[config.mk]
export PLATFORM = sky130hd
export DESIGN_NAME = bmp_stream_decoder_flat
export DESIGN_NICKNAME = d
export VERILOG_FILES = /design/src/rtl/bsd_pkg.sv /design/src/rtl/bsd_if.sv /design/src/rtl/bsd_front.sv /design/src/rtl/bsd_queue.sv /design/src/rtl/bsd_back.sv /design/src/rtl/bmp_stream_decoder.sv /design/src/flat_wrapper.sv
export VERILOG_INCLUDE_DIRS = /design/src /design/src/rtl
export SDC_FILE = /design/constraint.sdc
export NUM_CORES = 1
export LEC_CHECK = 0
export ABC_AREA = 0
export BUFFER_PORTS_ARGS = -buffer_cell sky130_fd_sc_hd__buf_2
export CELL_PAD_IN_SITES_DETAIL_PLACEMENT = 1
export CELL_PAD_IN_SITES_GLOBAL_PLACEMENT = 2
export CORE_MARGIN = 2
export CORE_UTILIZATION = 39
export DETAILED_ROUTE_END_ITERATION = 16
export PLACE_DENSITY = 0.76
export SLEW_MARGIN = 10
export SYNTH_ARGS = -nofsm -noshare
export SYNTH_HDL_FRONTEND = slang
export SYNTH_HIERARCHICAL = 1
export SYNTH_SLANG_ARGS = --single-unit
export TNS_END_PERCENT = 50
[constraint.sdc]
create_clock -name clk -period 5.9 [get_ports clk]
set_clock_uncertainty 0.15 [all_clocks]
set_input_delay 0.295 -clock clk [delete_from_list [all_inputs] [get_ports clk]]
set_output_delay 0.295 -clock clk [all_outputs]
set_load 0.02 [all_outputs]
[src/rtl/bmp_stream_decoder_macros.svh]
// Assertion macros for the BMP stream decoder.
`ifndef BMP_STREAM_DECODER_MACROS_SVH
`define BMP_STREAM_DECODER_MACROS_SVH
`ifndef SYNTHESIS
// Same-cycle implication, checked out of reset.
`define BSD_ASSERT_IMPLY(lbl, clk, rst_n, ante, cons) \
  lbl: assert property (@(posedge clk) disable iff (!rst_n) (ante) |-> (cons)) \
    else $error("bsd assertion failed");
// Next-cycle implication, checked out of reset.
`define BSD_ASSERT_NEXT(lbl, clk, rst_n, ante, cons) \
  lbl: assert property (@(posedge clk) disable iff (!rst_n) (ante) |=> (cons)) \
    else $error("bsd assertion failed");
`else
`define BSD_ASSERT_IMPLY(lbl, clk, rst_n, ante, cons)
`define BSD_ASSERT_NEXT(lbl, clk, rst_n, ante, cons)
`endif
`endif

[src/rtl/bsd_pkg.sv]
// Shared types and constants of the BMP stream decoder.
`default_nettype none
package bsd_pkg;

  localparam int MAX_WIDTH   = 2048;
  localparam int MAX_HEIGHT  = 2048;
  localparam int MAX_STEP    = 8;

  localparam int BYTE_W      = 8;
  localparam int KIND_W      = 2;
  localparam int ERR_W       = 3;
  localparam int COORD_W     = 11;
  localparam int DIM_W       = 12;
  localparam int RGB_W       = 24;
  localparam int STEP_W      = 4;
  localparam int CNT_W       = 4;   // holds 0..MAX_STEP
  localparam int MOD_W       = 3;   // holds 0..MAX_STEP-1
  localparam int ROWB_W      = 14;  // padded row bytes, up to 4*MAX_WIDTH
  localparam int HDR_IDX_W   = 6;

  localparam int QUEUE_DEPTH = 4;
  localparam int QPTR_W      = 2;
  localparam int QCNT_W      = 3;

  localparam logic [15:0] BMP_SIGNATURE = 16'h4D42;
  localparam logic [15:0] DEPTH_24      = 16'd24;
  localparam logic [15:0] DEPTH_32      = 16'd32;

  // Header byte positions
  localparam logic [HDR_IDX_W-1:0] IDX_SIG_LAST = 6'd1;
  localparam logic [HDR_IDX_W-1:0] IDX_SIG_CHK  = 6'd13;
  localparam logic [HDR_IDX_W-1:0] IDX_WIDTH    = 6'd18;
  localparam logic [HDR_IDX_W-1:0] IDX_HEIGHT   = 6'd22;
  localparam logic [HDR_IDX_W-1:0] IDX_DEPTH    = 6'd28;
  localparam logic [HDR_IDX_W-1:0] IDX_HDR_LAST = 6'd53;

  typedef enum logic [KIND_W-1:0] {
    KIND_PIXEL = 2'd0,
    KIND_DONE  = 2'd1,
    KIND_ERROR = 2'd2
  } kind_t;

  typedef enum logic [ERR_W-1:0] {
    ERR_NONE      = 3'd0,
    ERR_SIGNATURE = 3'd1,
    ERR_SIZE      = 3'd2,
    ERR_DEPTH     = 3'd3,
    ERR_TRUNCATED = 3'd4
  } err_t;

  // Work for the emitter caused by one byte: a run of pixel writes, then
  // an optional completion or error result.
  typedef struct packed {
    logic [CNT_W-1:0]   pix_cnt;
    logic [COORD_W-1:0] x;
    logic [COORD_W-1:0] y;
    logic [RGB_W-1:0]   rgb;
    logic               tail_vld;
    kind_t              tail_kind;
    err_t               tail_err;
    logic [DIM_W-1:0]   img_w;
    logic [DIM_W-1:0]   img_h;
  } job_t;

  typedef struct packed {
    logic full;
    logic empty;
  } queue_stat_t;

endpackage
`default_nettype wire

[src/rtl/bsd_if.sv]
// Stream channel interfaces of the BMP stream decoder.
`default_nettype none
interface bsd_in_if;
  logic                        valid;
  logic                        ready;
  logic [bsd_pkg::BYTE_W-1:0] file_byte;
  logic                        end_of_file;

  modport source (output valid, file_byte, end_of_file, input ready);
  modport sink   (input valid, file_byte, end_of_file, output ready);
endinterface

interface bsd_out_if;
  logic                         valid;
  logic                         ready;
  logic [bsd_pkg::KIND_W-1:0]  result_kind;
  logic [bsd_pkg::ERR_W-1:0]   error_code;
  logic [bsd_pkg::COORD_W-1:0] pixel_x;
  logic [bsd_pkg::COORD_W-1:0] pixel_y;
  logic [bsd_pkg::RGB_W-1:0]   pixel_rgb;
  logic [bsd_pkg::DIM_W-1:0]   image_width;
  logic [bsd_pkg::DIM_W-1:0]   image_height;
  logic                         last_of_run;

  modport source (output valid, result_kind, error_code, pixel_x, pixel_y, pixel_rgb,
                  image_width, image_height, last_of_run, input ready);
  modport sink   (input valid, result_kind, error_code, pixel_x, pixel_y, pixel_rgb,
                  image_width, image_height, last_of_run, output ready);
endinterface
`default_nettype wire

[src/rtl/bsd_front.sv]
// Byte parser: header capture and checks, pixel assembly, job generation.
`default_nettype none
module bsd_front (
  input  wire logic                        clk,
  input  wire logic                        rst_n,
  input  wire logic [bsd_pkg::STEP_W-1:0] step,
  input  wire logic                        byte_vld,
  input  wire logic [bsd_pkg::BYTE_W-1:0] byte_data,
  input  wire logic                        byte_eof,
  output bsd_pkg::job_t                    job,
  output logic                             job_push
);

  typedef enum logic [1:0] {
    PH_HEADER,
    PH_PIXELS,
    PH_DONE,
    PH_ERROR
  } phase_t;

  phase_t                           phase_r, phase_nxt;
  logic [bsd_pkg::HDR_IDX_W-1:0]   idx_r, idx_nxt;
  logic [15:0]                      sig_r, sig_nxt;
  logic [31:0]                      width_r, width_nxt;
  logic [31:0]                      height_r, height_nxt;
  logic [15:0]                      depth_r, depth_nxt;
  logic [bsd_pkg::COORD_W-1:0]     row_r, row_nxt;
  logic [bsd_pkg::ROWB_W-1:0]      bir_r, bir_nxt;
  logic [15:0]                      asm_r, asm_nxt;
  logic [1:0]                       bip_r, bip_nxt;
  logic [bsd_pkg::COORD_W-1:0]     col_r, col_nxt;
  logic [bsd_pkg::MOD_W-1:0]       mod_r   [2:bsd_pkg::MAX_STEP];
  logic [bsd_pkg::MOD_W-1:0]       mod_nxt [2:bsd_pkg::MAX_STEP];

  // Image geometry latched at the end of the header
  logic [bsd_pkg::DIM_W-1:0]       w_r, w_nxt;
  logic [bsd_pkg::DIM_W-1:0]       h_r, h_nxt;
  logic                             bpp4_r, bpp4_nxt;
  logic                             bup_r, bup_nxt;
  logic [bsd_pkg::ROWB_W-1:0]      data_r, data_nxt;
  logic [bsd_pkg::ROWB_W-1:0]      rowb_r, rowb_nxt;

  logic                             h_neg;
  logic [31:0]                      h_abs;
  logic                             bad_size;
  logic                             bad_depth;
  logic [bsd_pkg::ROWB_W-1:0]      hdr_data;
  logic [bsd_pkg::ROWB_W-1:0]      pad_sum;
  logic [bsd_pkg::HDR_IDX_W-1:0]   off_w, off_h, off_d;

  logic [bsd_pkg::CNT_W-1:0]       stepc;
  logic                             step_hit;
  logic [bsd_pkg::DIM_W-1:0]       rem;
  logic [bsd_pkg::CNT_W-1:0]       cnt;
  logic [bsd_pkg::DIM_W-1:0]       y_flip;
  logic [bsd_pkg::COORD_W-1:0]     y_pix;
  logic                             in_data;
  logic                             pix_end;
  logic [bsd_pkg::ROWB_W-1:0]      bir_inc;
  logic                             row_last;

  // Header checks on captured words
  always_comb begin
    h_neg     = height_r[31];
    h_abs     = h_neg ? (32'd0 - height_r) : height_r;
    bad_size  = width_r[31] || (width_r == 32'd0) || (width_r > 32'(bsd_pkg::MAX_WIDTH)) ||
                (h_abs == 32'd0) || (h_abs > 32'(bsd_pkg::MAX_HEIGHT));
    bad_depth = (depth_r != bsd_pkg::DEPTH_24) && (depth_r != bsd_pkg::DEPTH_32);
    if (depth_r == bsd_pkg::DEPTH_32) begin
      hdr_data = bsd_pkg::ROWB_W'({width_r[bsd_pkg::DIM_W-1:0], 2'b00});
    end else begin
      hdr_data = bsd_pkg::ROWB_W'({width_r[bsd_pkg::DIM_W-1:0], 1'b0}) +
                 bsd_pkg::ROWB_W'(width_r[bsd_pkg::DIM_W-1:0]);
    end
    pad_sum = hdr_data + bsd_pkg::ROWB_W'(3);
    off_w   = idx_r - bsd_pkg::IDX_WIDTH;
    off_h   = idx_r - bsd_pkg::IDX_HEIGHT;
    off_d   = idx_r - bsd_pkg::IDX_DEPTH;
  end

  // Sampling: one mod-k counter per step value 2..MAX_STEP tracks column mod k
  always_comb begin
    if (step == '0) begin
      stepc = bsd_pkg::CNT_W'(1);
    end else if (step > bsd_pkg::STEP_W'(bsd_pkg::MAX_STEP)) begin
      stepc = bsd_pkg::CNT_W'(bsd_pkg::MAX_STEP);
    end else begin
      stepc = bsd_pkg::CNT_W'(step);
    end
    step_hit = (stepc == bsd_pkg::CNT_W'(1));
    for (int k = 2; k <= bsd_pkg::MAX_STEP; k++) begin
      if ((stepc == bsd_pkg::CNT_W'(k)) && (mod_r[k] == '0)) begin
        step_hit = 1'b1;
      end
    end
    rem = w_r - bsd_pkg::DIM_W'(col_r);
    if (!step_hit) begin
      cnt = '0;
    end else if (rem < bsd_pkg::DIM_W'(stepc)) begin
      cnt = bsd_pkg::CNT_W'(rem);
    end else begin
      cnt = stepc;
    end
    y_flip   = h_r - bsd_pkg::DIM_W'(1) - bsd_pkg::DIM_W'(row_r);
    y_pix    = bup_r ? y_flip[bsd_pkg::COORD_W-1:0] : row_r;
    in_data  = bir_r < data_r;
    pix_end  = bpp4_r ? (bip_r == 2'd3) : (bip_r == 2'd2);
    bir_inc  = bir_r + bsd_pkg::ROWB_W'(1);
    row_last = (bsd_pkg::DIM_W'(row_r) + bsd_pkg::DIM_W'(1)) >= h_r;
  end

  always_comb begin
    phase_nxt  = phase_r;
    idx_nxt    = idx_r;
    sig_nxt    = sig_r;
    width_nxt  = width_r;
    height_nxt = height_r;
    depth_nxt  = depth_r;
    row_nxt    = row_r;
    bir_nxt    = bir_r;
    asm_nxt    = asm_r;
    bip_nxt    = bip_r;
    col_nxt    = col_r;
    mod_nxt    = mod_r;
    w_nxt      = w_r;
    h_nxt      = h_r;
    bpp4_nxt   = bpp4_r;
    bup_nxt    = bup_r;
    data_nxt   = data_r;
    rowb_nxt   = rowb_r;
    job        = '0;

    if (byte_vld) begin
      case (phase_r)
        PH_HEADER: begin
          if (idx_r <= bsd_pkg::IDX_SIG_LAST) begin
            sig_nxt[8*idx_r[0] +: 8] = byte_data;
          end else if (idx_r >= bsd_pkg::IDX_WIDTH && idx_r < bsd_pkg::IDX_HEIGHT) begin
            width_nxt[8*off_w[1:0] +: 8] = byte_data;
          end else if (idx_r >= bsd_pkg::IDX_HEIGHT && idx_r < bsd_pkg::IDX_HEIGHT + 6'd4) begin
            height_nxt[8*off_h[1:0] +: 8] = byte_data;
          end else if (idx_r >= bsd_pkg::IDX_DEPTH && idx_r < bsd_pkg::IDX_DEPTH + 6'd2) begin
            depth_nxt[8*off_d[0] +: 8] = byte_data;
          end

          if (idx_r == bsd_pkg::IDX_SIG_CHK && sig_r != bsd_pkg::BMP_SIGNATURE) begin
            job.tail_vld  = 1'b1;
            job.tail_kind = bsd_pkg::KIND_ERROR;
            job.tail_err  = bsd_pkg::ERR_SIGNATURE;
            phase_nxt     = PH_ERROR;
          end else if (idx_r >= bsd_pkg::IDX_HDR_LAST) begin
            if (bad_size) begin
              job.tail_vld  = 1'b1;
              job.tail_kind = bsd_pkg::KIND_ERROR;
              job.tail_err  = bsd_pkg::ERR_SIZE;
              phase_nxt     = PH_ERROR;
            end else if (bad_depth) begin
              job.tail_vld  = 1'b1;
              job.tail_kind = bsd_pkg::KIND_ERROR;
              job.tail_err  = bsd_pkg::ERR_DEPTH;
              phase_nxt     = PH_ERROR;
            end else begin
              phase_nxt = PH_PIXELS;
              row_nxt   = '0;
              bir_nxt   = '0;
              bip_nxt   = '0;
              asm_nxt   = '0;
              col_nxt   = '0;
              for (int k = 2; k <= bsd_pkg::MAX_STEP; k++) begin
                mod_nxt[k] = '0;
              end
              w_nxt    = width_r[bsd_pkg::DIM_W-1:0];
              h_nxt    = h_abs[bsd_pkg::DIM_W-1:0];
              bpp4_nxt = (depth_r == bsd_pkg::DEPTH_32);
              bup_nxt  = !h_neg;
              data_nxt = hdr_data;
              rowb_nxt = {pad_sum[bsd_pkg::ROWB_W-1:2], 2'b00};
            end
          end else begin
            idx_nxt = idx_r + bsd_pkg::HDR_IDX_W'(1);
          end
        end

        PH_PIXELS: begin
          if (in_data) begin
            if (bip_r == 2'd0) begin
              asm_nxt[7:0] = byte_data;
            end else if (bip_r == 2'd1) begin
              asm_nxt[15:8] = byte_data;
            end
            // Red byte: all writes of the pixel go out now
            if (bip_r == 2'd2) begin
              job.pix_cnt = cnt;
              job.x       = col_r;
              job.y       = y_pix;
              job.rgb     = {byte_data, asm_r[15:8], asm_r[7:0]};
            end
            if (pix_end) begin
              bip_nxt = '0;
              col_nxt = col_r + bsd_pkg::COORD_W'(1);
              for (int k = 2; k <= bsd_pkg::MAX_STEP; k++) begin
                mod_nxt[k] = (mod_r[k] == bsd_pkg::MOD_W'(k - 1)) ? '0 :
                             mod_r[k] + bsd_pkg::MOD_W'(1);
              end
            end else begin
              bip_nxt = bip_r + 2'd1;
            end
          end
          if (bir_inc >= rowb_r) begin
            bir_nxt = '0;
            bip_nxt = '0;
            col_nxt = '0;
            for (int k = 2; k <= bsd_pkg::MAX_STEP; k++) begin
              mod_nxt[k] = '0;
            end
            if (row_last) begin
              job.tail_vld  = 1'b1;
              job.tail_kind = bsd_pkg::KIND_DONE;
              job.tail_err  = bsd_pkg::ERR_NONE;
              job.img_w     = w_r;
              job.img_h     = h_r;
              phase_nxt     = PH_DONE;
            end else begin
              row_nxt = row_r + bsd_pkg::COORD_W'(1);
            end
          end else begin
            bir_nxt = bir_inc;
          end
        end

        default: begin
        end
      endcase

      if (byte_eof) begin
        if (phase_nxt == PH_HEADER || phase_nxt == PH_PIXELS) begin
          job.tail_vld  = 1'b1;
          job.tail_kind = bsd_pkg::KIND_ERROR;
          job.tail_err  = bsd_pkg::ERR_TRUNCATED;
        end
        phase_nxt  = PH_HEADER;
        idx_nxt    = '0;
        sig_nxt    = '0;
        width_nxt  = '0;
        height_nxt = '0;
        depth_nxt  = '0;
        row_nxt    = '0;
        bir_nxt    = '0;
        asm_nxt    = '0;
        bip_nxt    = '0;
        col_nxt    = '0;
        for (int k = 2; k <= bsd_pkg::MAX_STEP; k++) begin
          mod_nxt[k] = '0;
        end
      end
    end
  end

  assign job_push = byte_vld && ((job.pix_cnt != '0) || job.tail_vld);

  always_ff @(posedge clk) begin
    if (!rst_n) begin
      phase_r  <= PH_HEADER;
      idx_r    <= '0;
      sig_r    <= '0;
      width_r  <= '0;
      height_r <= '0;
      depth_r  <= '0;
      row_r    <= '0;
      bir_r    <= '0;
      asm_r    <= '0;
      bip_r    <= '0;
      col_r    <= '0;
      for (int k = 2; k <= bsd_pkg::MAX_STEP; k++) begin
        mod_r[k] <= '0;
      end
      w_r      <= '0;
      h_r      <= '0;
      bpp4_r   <= 1'b0;
      bup_r    <= 1'b0;
      data_r   <= '0;
      rowb_r   <= '0;
    end else begin
      phase_r  <= phase_nxt;
      idx_r    <= idx_nxt;
      sig_r    <= sig_nxt;
      width_r  <= width_nxt;
      height_r <= height_nxt;
      depth_r  <= depth_nxt;
      row_r    <= row_nxt;
      bir_r    <= bir_nxt;
      asm_r    <= asm_nxt;
      bip_r    <= bip_nxt;
      col_r    <= col_nxt;
      for (int k = 2; k <= bsd_pkg::MAX_STEP; k++) begin
        mod_r[k] <= mod_nxt[k];
      end
      w_r      <= w_nxt;
      h_r      <= h_nxt;
      bpp4_r   <= bpp4_nxt;
      bup_r    <= bup_nxt;
      data_r   <= data_nxt;
      rowb_r   <= rowb_nxt;
    end
  end

endmodule
`default_nettype wire

[src/rtl/bsd_queue.sv]
// Job queue between the parser and the result emitter.
`default_nettype none
module bsd_queue (
  input  wire logic          clk,
  input  wire logic          rst_n,
  input  wire logic          push,
  input  wire bsd_pkg::job_t push_job,
  input  wire logic          pop,
  output bsd_pkg::job_t      head,
  output bsd_pkg::queue_stat_t stat
);

  bsd_pkg::job_t              mem_r [bsd_pkg::QUEUE_DEPTH];
  logic [bsd_pkg::QPTR_W-1:0] wr_ptr_r, wr_ptr_nxt;
  logic [bsd_pkg::QPTR_W-1:0] rd_ptr_r, rd_ptr_nxt;
  logic [bsd_pkg::QCNT_W-1:0] cnt_r, cnt_nxt;

  always_comb begin
    stat.full  = (cnt_r == bsd_pkg::QCNT_W'(bsd_pkg::QUEUE_DEPTH));
    stat.empty = (cnt_r == '0);
    head       = mem_r[rd_ptr_r];
    wr_ptr_nxt = push ? wr_ptr_r + bsd_pkg::QPTR_W'(1) : wr_ptr_r;
    rd_ptr_nxt = pop  ? rd_ptr_r + bsd_pkg::QPTR_W'(1) : rd_ptr_r;
    cnt_nxt    = cnt_r + bsd_pkg::QCNT_W'(push) - bsd_pkg::QCNT_W'(pop);
  end

  always_ff @(posedge clk) begin
    if (push) begin
      mem_r[wr_ptr_r] <= push_job;
    end
  end

  always_ff @(posedge clk) begin
    if (!rst_n) begin
      wr_ptr_r <= '0;
      rd_ptr_r <= '0;
      cnt_r    <= '0;
    end else begin
      wr_ptr_r <= wr_ptr_nxt;
      rd_ptr_r <= rd_ptr_nxt;
      cnt_r    <= cnt_nxt;
    end
  end

endmodule
`default_nettype wire

[src/rtl/bsd_back.sv]
// Result emitter: expands queued jobs into one result per cycle unless out_bus.ready stalls it.
`default_nettype none
module bsd_back (
  input  wire logic          clk,
  input  wire logic          rst_n,
  input  wire bsd_pkg::job_t head,
  input  wire logic          head_vld,
  output logic               pop,
  bsd_out_if.source          out_bus
);

  logic [bsd_pkg::CNT_W-1:0]   k_r, k_nxt;
  logic                         vld_r, vld_nxt;
  logic                         load;
  logic                         is_pix;
  logic                         last;

  logic [bsd_pkg::KIND_W-1:0]  kind_r;
  logic [bsd_pkg::ERR_W-1:0]   err_r;
  logic [bsd_pkg::COORD_W-1:0] x_r;
  logic [bsd_pkg::COORD_W-1:0] y_r;
  logic [bsd_pkg::RGB_W-1:0]   rgb_r;
  logic [bsd_pkg::DIM_W-1:0]   iw_r;
  logic [bsd_pkg::DIM_W-1:0]   ih_r;
  logic                         last_r;

  always_comb begin
    load   = head_vld && (!vld_r || out_bus.ready);
    is_pix = k_r < head.pix_cnt;
    last   = is_pix ? ((bsd_pkg::CNT_W'(k_r + bsd_pkg::CNT_W'(1)) == head.pix_cnt) &&
                       !head.tail_vld) : 1'b1;
    pop    = load && last;
    k_nxt  = load ? (last ? '0 : k_r + bsd_pkg::CNT_W'(1)) : k_r;
    if (load) begin
      vld_nxt = 1'b1;
    end else if (out_bus.ready) begin
      vld_nxt = 1'b0;
    end else begin
      vld_nxt = vld_r;
    end
  end

  always_ff @(posedge clk) begin
    if (!rst_n) begin
      k_r   <= '0;
      vld_r <= 1'b0;
    end else begin
      k_r   <= k_nxt;
      vld_r <= vld_nxt;
    end
  end

  always_ff @(posedge clk) begin
    if (load) begin
      last_r <= last;
      if (is_pix) begin
        kind_r <= bsd_pkg::KIND_PIXEL;
        err_r  <= bsd_pkg::ERR_NONE;
        x_r    <= head.x + bsd_pkg::COORD_W'(k_r);
        y_r    <= head.y;
        rgb_r  <= head.rgb;
        iw_r   <= '0;
        ih_r   <= '0;
      end else begin
        kind_r <= head.tail_kind;
        err_r  <= head.tail_err;
        x_r    <= '0;
        y_r    <= '0;
        rgb_r  <= '0;
        iw_r   <= head.img_w;
        ih_r   <= head.img_h;
      end
    end
  end

  assign out_bus.valid        = vld_r;
  assign out_bus.result_kind  = kind_r;
  assign out_bus.error_code   = err_r;
  assign out_bus.pixel_x      = x_r;
  assign out_bus.pixel_y      = y_r;
  assign out_bus.pixel_rgb    = rgb_r;
  assign out_bus.image_width  = iw_r;
  assign out_bus.image_height = ih_r;
  assign out_bus.last_of_run  = last_r;

endmodule
`default_nettype wire

[src/rtl/bmp_stream_decoder.sv]
// Top level of the streaming BMP (24/32-bit) decoder.
//
// Usage:
//   in_bus  : one BMP file byte per transaction, end_of_file set on its last byte.
//   out_bus : results - pixel writes, image complete, or an error code;
//             last_of_run marks the final result caused by one input byte.
//   cfg_wr_en/cfg_wr_data : sample_step (1..8), written while the block is idle.
// Throughput: one byte per cycle. The emitter hands out one result per cycle
//   while out_bus.ready is high; the 4-entry job queue absorbs bursts and
//   in_bus.ready drops only when it is full.
// Path: the first result of a byte passes from the parser through the queue
//   register to the output register.
// Reset: synchronous, active low. sample_step returns to 1, the parser to the
//   file header, the queue empties and out_bus.valid drops.
// Stall: while out_bus.ready is low the output register holds its result;
//   the parser keeps taking bytes until the queue fills.
`default_nettype none
`include "bmp_stream_decoder_macros.svh"
module bmp_stream_decoder (
  input  wire logic                        clk,
  input  wire logic                        rst_n,
  input  wire logic                        cfg_wr_en,
  input  wire logic [bsd_pkg::STEP_W-1:0] cfg_wr_data,
  bsd_in_if.sink                           in_bus,
  bsd_out_if.source                        out_bus
);

  // Live column step; the parser clips it when a pixel is issued
  logic [bsd_pkg::STEP_W-1:0] step_r;

  logic                       in_acc;
  bsd_pkg::job_t              job;
  logic                       job_push;
  bsd_pkg::job_t              head;
  logic                       pop;
  bsd_pkg::queue_stat_t       q_stat;

  always_ff @(posedge clk) begin
    if (!rst_n) begin
      step_r <= bsd_pkg::STEP_W'(1);
    end else if (cfg_wr_en) begin
      step_r <= cfg_wr_data;
    end
  end

  // Front end takes a byte whenever the queue has room
  assign in_bus.ready = !q_stat.full;
  assign in_acc       = in_bus.valid && !q_stat.full;

  bsd_front u_front (
    .clk       (clk),
    .rst_n     (rst_n),
    .step      (step_r),
    .byte_vld  (in_acc),
    .byte_data (in_bus.file_byte),
    .byte_eof  (in_bus.end_of_file),
    .job       (job),
    .job_push  (job_push)
  );

  bsd_queue u_queue (
    .clk      (clk),
    .rst_n    (rst_n),
    .push     (job_push),
    .push_job (job),
    .pop      (pop),
    .head     (head),
    .stat     (q_stat)
  );

  bsd_back u_back (
    .clk      (clk),
    .rst_n    (rst_n),
    .head     (head),
    .head_vld (!q_stat.empty),
    .pop      (pop),
    .out_bus  (out_bus)
  );

  // Completion and error results always close a byte's run
  `BSD_ASSERT_IMPLY(a_tail_is_last, clk, rst_n, out_bus.valid && out_bus.result_kind != bsd_pkg::KIND_PIXEL, out_bus.last_of_run)
  // Error code only on error results
  `BSD_ASSERT_IMPLY(a_err_only_on_error, clk, rst_n, out_bus.valid && out_bus.result_kind != bsd_pkg::KIND_ERROR, out_bus.error_code == bsd_pkg::ERR_NONE)
  // A pushed job is visible to the emitter next cycle
  `BSD_ASSERT_NEXT(a_push_not_lost, clk, rst_n, job_push, !q_stat.empty)
  // With nothing queued, a handed-off result is not repeated
  `BSD_ASSERT_NEXT(a_no_repeat, clk, rst_n, out_bus.valid && out_bus.ready && q_stat.empty, !out_bus.valid)

endmodule
`default_nettype wire

[src/flat_wrapper.sv]
// flat-port wrapper written by rule: the top's interface ports become plain ports
module bmp_stream_decoder_flat 
  (clk, rst_n, cfg_wr_en, cfg_wr_data, in_bus_valid, in_bus_file_byte, in_bus_end_of_file, in_bus_ready, out_bus_valid, out_bus_result_kind, out_bus_error_code, out_bus_pixel_x, out_bus_pixel_y, out_bus_pixel_rgb, out_bus_image_width, out_bus_image_height, out_bus_last_of_run, out_bus_ready);
  bsd_in_if in_bus_i ();
  bsd_out_if out_bus_i ();
  input  wire logic clk;
  input  wire logic rst_n;
  input  wire logic cfg_wr_en;
  input  wire logic [bsd_pkg::STEP_W-1:0] cfg_wr_data;
  input wire logic [$bits(in_bus_i.valid)-1:0] in_bus_valid;
  input wire logic [$bits(in_bus_i.file_byte)-1:0] in_bus_file_byte;
  input wire logic [$bits(in_bus_i.end_of_file)-1:0] in_bus_end_of_file;
  output wire logic [$bits(in_bus_i.ready)-1:0] in_bus_ready;
  output wire logic [$bits(out_bus_i.valid)-1:0] out_bus_valid;
  output wire logic [$bits(out_bus_i.result_kind)-1:0] out_bus_result_kind;
  output wire logic [$bits(out_bus_i.error_code)-1:0] out_bus_error_code;
  output wire logic [$bits(out_bus_i.pixel_x)-1:0] out_bus_pixel_x;
  output wire logic [$bits(out_bus_i.pixel_y)-1:0] out_bus_pixel_y;
  output wire logic [$bits(out_bus_i.pixel_rgb)-1:0] out_bus_pixel_rgb;
  output wire logic [$bits(out_bus_i.image_width)-1:0] out_bus_image_width;
  output wire logic [$bits(out_bus_i.image_height)-1:0] out_bus_image_height;
  output wire logic [$bits(out_bus_i.last_of_run)-1:0] out_bus_last_of_run;
  input wire logic [$bits(out_bus_i.ready)-1:0] out_bus_ready;
  assign in_bus_i.valid = in_bus_valid;
  assign in_bus_i.file_byte = in_bus_file_byte;
  assign in_bus_i.end_of_file = in_bus_end_of_file;
  assign in_bus_ready = in_bus_i.ready;
  assign out_bus_valid = out_bus_i.valid;
  assign out_bus_result_kind = out_bus_i.result_kind;
  assign out_bus_error_code = out_bus_i.error_code;
  assign out_bus_pixel_x = out_bus_i.pixel_x;
  assign out_bus_pixel_y = out_bus_i.pixel_y;
  assign out_bus_pixel_rgb = out_bus_i.pixel_rgb;
  assign out_bus_image_width = out_bus_i.image_width;
  assign out_bus_image_height = out_bus_i.image_height;
  assign out_bus_last_of_run = out_bus_i.last_of_run;
  assign out_bus_i.ready = out_bus_ready;
  bmp_stream_decoder u_core (.clk(clk), .rst_n(rst_n), .cfg_wr_en(cfg_wr_en), .cfg_wr_data(cfg_wr_data), .in_bus(in_bus_i), .out_bus(out_bus_i));
endmodule
* Word-level counts from Yosys, hierarchy flattened *
Memory sizes are Yosys's and may differ from the RTL's. A register that Yosys moved wholly into a read port is not among the register bits.
Index checks and enable logic that the tools add are counted.

word-level totals
  bits in registers = 323
  bits in latches = 0
  RAM bits = 320
  ROM bits = 0
  input bits = 18
  output and inout bits = 78
  logic and storage cells = 333
  memories = 1

cells by class
  add/sub/neg operators = 32
  multiply operators = 0
  div/mod/pow operators = 0
  order comparisons = 16
  eq/ne operators = 44
  shift operators = 8
  mux-type cells = 127
  bitwise gates (word level) = 3
  reduce and logical (&&, ||, !) cells = 63

memories
  name                  depth  width  rd ports  clocked after memory_dff  write ports  line             RTL
  u_core.u_queue.mem_r  4      80     1         1                         1            bsd_queue.sv:13  bsd_pkg::job_t mem_r [bsd_pkg::QUEUE_DEPTH];

operators with widths
  cell                     count
  $mux 32                  10
  $mux 16                  15
  $mux 21                  8
  $mux 50                  3
  $mux 11                  12
  $mux 14                  7
  $mux 80                  1
  $neg 4->34               2
  $neg 5->34               2
  $shift 8x34->16 const A  2
  $shift 8x34->32 const A  2
  $shiftx 8x34->16         2
  $shiftx 8x34->32         2
  $bwmux 32                2
  $gt 32x12->1 const B     2
  $logic_not 32->1         2
  $mux 30                  2
  $mux 6                   10
  $pmux 11 s2              2
  $pmux 21 s2              1
  $mux 2                   18
  $bwmux 16                2
  $pmux 16 s2              1
  $sub 1x32->32 const A    1
  70 further kinds         182

* Logic depth before layout (Yosys ltp) *
  word-level depth = 22
  depth in mapped cells = 21
  gate-level depth less buffers = 21

* Modules after synthesis *
The synthesis kept the hierarchy.

by module, submodules not included
  module              instances  cells an instance  area an instance (um^2)  seq. area each (um^2)
  bsd_front           1          1866               14455.1                  4624.4
  bsd_queue           1          461                12069.1                  9789.4
  bsd_back            1          245                3420.8                   2382.3
  bmp_stream_decoder  1          16                 167.7                    80.1

* Worst setup path after synthesis *
OpenSTA, ideal clock, no wires.

  path type = flip-flop to flip-flop
  start = reg u_core/u_front/bir_r[0] in the netlist's numbering
  end = mem u_core/u_queue/mem_r[0][0] in the netlist's numbering, enable pin
  library setup time = 447 ps
  arrival time = 5348 ps
  data required time = 5303 ps
  slack = -44 ps
  cell stages (with the launch flop) = 19
  path buffers = 0
  clock period less this slack = 5944 ps
  cells stage by stage = dfxtp_1 -> ha_1 -> nand3_1 -> or2_2 -> inv_1 -> nand3_1 -> or2_2 -> inv_1 -> nand3_1 -> xnor2_1 -> ha_1 -> and3_1 -> nand2_1 -> o21ai_1 -> nand3_1 -> inv_1 -> o31a_1 -> o21bai_1 -> and2_1

RTL lines
  element                 line              RTL
  start, declared         bsd_front.sv:28   logic [bsd_pkg::ROWB_W-1:0] bir_r, bir_nxt;
  start signal, assigned  bsd_front.sv:291  bir_r <= bir_nxt;
  end, declared           bsd_queue.sv:13

==> impl_metrics.py <==
metrics = {
    "outcome": {
        "outcome": "completed",
    },
    "clock_network": {
        "cts_max_path_buffers": 3,
        "clockRootBuffer": "clkbuf_16",
        "htreeDepth": 3,
        "numCtsBuffers": 76,
        "cts_sinks": 645,
        "cts_tree": "done",
        "clk-insertion-delay-late_ps": 640,
        "cts.reportedPaths.clkPinSlew_ps": 60,
    },
    "yosys": {
        "avgSynthCellArea_sq_um": 11.6,
        "synth_nets": 2726,
        "syn-cell-area_sq_mm": 0.0301,
        "ys_warn_count": 6,
        "synth_edf_count": 396,
        "ys_async_sr_fraction_pct": 0,
        "synth_seq_cells": 645,
        "synthCells": 2588,
        "yosysTopAreaCell": "edfxtp_1",
        "ys_types": 89,
        "synth_top_area_share_pct": 39.5,
        "synthFlopType": "edfxtp_1",
        "ys_seq_area_share_pct": 56.0,
        "synthTopCellsByArea": "edfxtp_1 (39%), dfxtp_1 (17%), mux4_2 (6.0%), ha_1 (4.8%), nor2_1 (3.2%)",
    },
    "sta": {
        "setup-tns-final_ps": 0,
        "tightestPinTransition_ps": 1130,
        "timing.fmax_mhz": 185,
        "relSlewSlack_pct": 24.6,
        "grt_setup_unrepaired": "false",
        "finalCritPeriodShare_pct": 91.6,
        "min_period_ps": 5400,
        "hold_viol": 0,
        "setup_viol": 0,
        "finalMaxSlewViolations": 0,
    },
    "run": {
        "maxCapViolCount": 0,
    },
    "power_and_ir_drop": {
        "p_leak_nw": 12.4,
        "ir_drop_mv": 0.251,
        "power.density_mw_per_mm2": 352,
    },
    "placement": {
        "place.gp.congestion": 0.861,
        "portBuffers": 95,
        "hpwl_mm": 56.4,
        "place_area_sq_mm": 0.0315,
    },
    "worst_setup_path": {
        "rr_startpoint": "u_core/u_front/bir_r[1]",
        "critical_path_class": "flop to flop",
        "endpoint_kind": "flop",
        "arrival_ps": 5770,
        "r2r_end": "u_core/u_queue/cnt_r[2]",
        "required_ps": 6270,
        "ff2ff_path_depth": 21,
        "ff2ff_setup_slack_ps": 500,
        "crit_fanout": 7,
        "startpoint_type": "flop",
    },
    "global_routing": {
        "grt_pass1_vias": 22100,
        "use_met3_pct": 2.89,
        "met1_usage_pct": 28.5,
        "grt.met2_usage_pct": 35.1,
        "antenna_found_initial": 2,
        "grt_usage_pct": 21.0,
        "grt_max_degree": 74,
        "grt_most_used_layer": "met2",
        "grt_pass1_wl_mm": 130,
        "overflow": 0,
    },
    "final_layout": {
        "layout-drive-gt1-share_pct": 13.6,
        "fin_nets": 2815,
        "area_delta_synth_final_pct": 13.8,
        "fillers": 8114,
        "mostFrequentLayoutCell": "edfxtp_1",
        "final_area_sq_mm": 0.0343,
        "final_cell_mix": "edfxtp_1 (396), nor2_1 (252), dfxtp_1 (247)",
    },
    "routing": {
        "finalWirelength_mm": 83.0,
        "via_per_inst": 5.57,
        "drc": 0,
        "ant_nets": 0,
        "dr.pass1.iters": 5,
        "vias": 21000,
        "first_iter_violations": 1233,
        "routedWlPerCell_um": 22.0,
    },
    "hold_path": {
        "holdPathStages": 3,
        "hp-class": "input pin to flop",
        "hold_end": "u_core/u_front/width_r[12]",
        "worstHoldStart": "in_bus_file_byte[4]",
    },
    "die": {
        "start_util_pct": 39.5,
        "die_y_um": 282,
        "ios": 96,
        "core_area_sq_mm": 0.0762,
        "die_w_um": 282,
        "design.die.area_sq_mm": 0.0795,
        "placementRows": 101,
    },
}
-- logic make-up after synthesis --
group,Yosys count,share of synthesized area [%]
xor+xnor,80,2.38
fa+ha+maj,120,5.11
simple gates,832,13.7
buf+inv,262,3.90
compound gates,512,10.9
mux,137,7.91
flops,645,56.0
-- worst max-delay path by stage --
stage | depth (start not counted) | from | endpoint
global route | 21 | u_core/u_front/bir_r[0] | u_core/u_queue/cnt_r[2]
finish | 21 | u_core/u_front/bir_r[1] | u_core/u_queue/cnt_r[2]
CTS | 21 | u_core/u_front/bir_r[1] | u_core/u_queue/cnt_r[2]
floorplan | 18 | u_core/u_front/bir_r[0] | u_core/u_queue/mem_r[1][0]
global placement | 21 | u_core/u_front/bir_r[1] | u_core/u_queue/cnt_r[2]
detailed placement | 21 | u_core/u_front/bir_r[1] | u_core/u_queue/cnt_r[2]
-- per-stage QoR --
step	utilization, %	std cells	power [mW]	worst slack (ps)	hold slack [ps]
2_1_floorplan	-	2588	6.81	-44.3	207
4_1_cts	44.9	3766	12.2	309	21.0
3_3_place_gp	41.4	3618	7.32	447	271
5_1_grt	45.0	3767	12.6	81.2	58.1
3_5_place_dp	41.4	3618	7.37	332	279
6_report	45.0	3768	12.1	496	72.5
-- routing by layer --
layer	part of all wire [%]	vias up
li1	-	9705
met4	2.4	0
met2	48	394
met3	3.6	121
met1	46	10800
met5	0	-
-- synth_stat cells (all sizes together), types with 7 or more instances --
| cell | count |
|---|---|
| xnor2 | 58 |
| nor2 | 254 |
| o21a | 13 |
| nor3 | 43 |
| a21oi | 161 |
| o21ai | 109 |
| o31ai | 8 |
| xor2 | 21 |
| mux2i | 49 |
| o211ai | 7 |
| a211oi | 40 |
| buf | 34 |
| or3 | 14 |
| nor2b | 16 |
| dfxtp | 249 |
| nor4 | 31 |
| a21o | 19 |
| and2 | 106 |
| nand2 | 161 |
| nor3b | 8 |
| o21bai | 12 |
| nand4 | 22 |
| ha | 115 |
| or2 | 8 |
| nand2b | 16 |
| nand3 | 93 |
| and3 | 33 |
| clkbuf | 94 |
| edfxtp | 396 |
| a311oi | 10 |
| inv | 134 |
| mux4 | 80 |
| a31oi | 31 |
| a22oi | 46 |
| mux2 | 8 |
-- timing repair --
action / CTS / global route
setup endpoints to repair: 0 / 148
hold buffers: 10 / 0
buffers inserted: 0 / 1
gates resized for setup: 0 / 3
endpoints found under the hold margin: 7 / 0
-- critical path, cell delays in order (launching register included) --
cell and delay [ps]:
dfxtp_1 400, ha_2 260, nand3_1 180, or2_2 370, inv_1 80, nand3_1 150
or2_2 370, inv_1 80, nand3_1 130, xnor2_1 220, ha_1 270, a21o_1 190
a221oi_2 290, o21ai_1 150, nand3_1 160, inv_1 70, o31a_1 370, o21bai_2 300
ha_1 270, fa_1 360, xor3_1 380, nor2_1 50
-- registers in the layout, summed over array words and instances (netlist names), 12 cells and up, named ones only --
| signal | cells |
|---|---|
| u_core/u_front/h_r | 12 |
| u_core/u_back/out_bus.image_width | 12 |
| u_core/u_back/out_bus.pixel_rgb | 24 |
| u_core/u_front/mod_r | 21 |
| u_core/u_front/bir_r | 14 |
| u_core/u_back/out_bus.image_height | 12 |
| u_core/u_front/height_r | 32 |
| u_core/u_front/depth_r | 16 |
| u_core/u_front/rowb_r | 12 |
| u_core/u_front/width_r | 32 |
| u_core/u_queue/mem_r | 320 |
| u_core/u_front/asm_r | 16 |
| u_core/u_front/data_r | 14 |
| u_core/u_front/w_r | 12 |
| u_core/u_front/sig_r | 16 |
-- cell type report --
cell class | instances | area (sq um) | share of cell area [%]
Sequential cell | 645 | 16900 | 49.3
Multi-Input combinational cell | 1681 | 12100 | 35.4
Clock buffer | 107 | 2120 | 6.19
Tap cell | 1030 | 1290 | 3.76
Timing Repair Buffer | 139 | 881 | 2.57
Inverter | 134 | 507 | 1.48
Clock inverter | 31 | 468 | 1.37
Antenna cell | 1 | 2.50 | 0.00730
-- where the power goes --
part           leakage, nW  internal (mW)  switching, mW
combinational         5.04          0.615           1.23
clock                 1.25           2.89           1.93
sequential            6.09           5.27          0.136
Power figures use the tool's default switching activity.
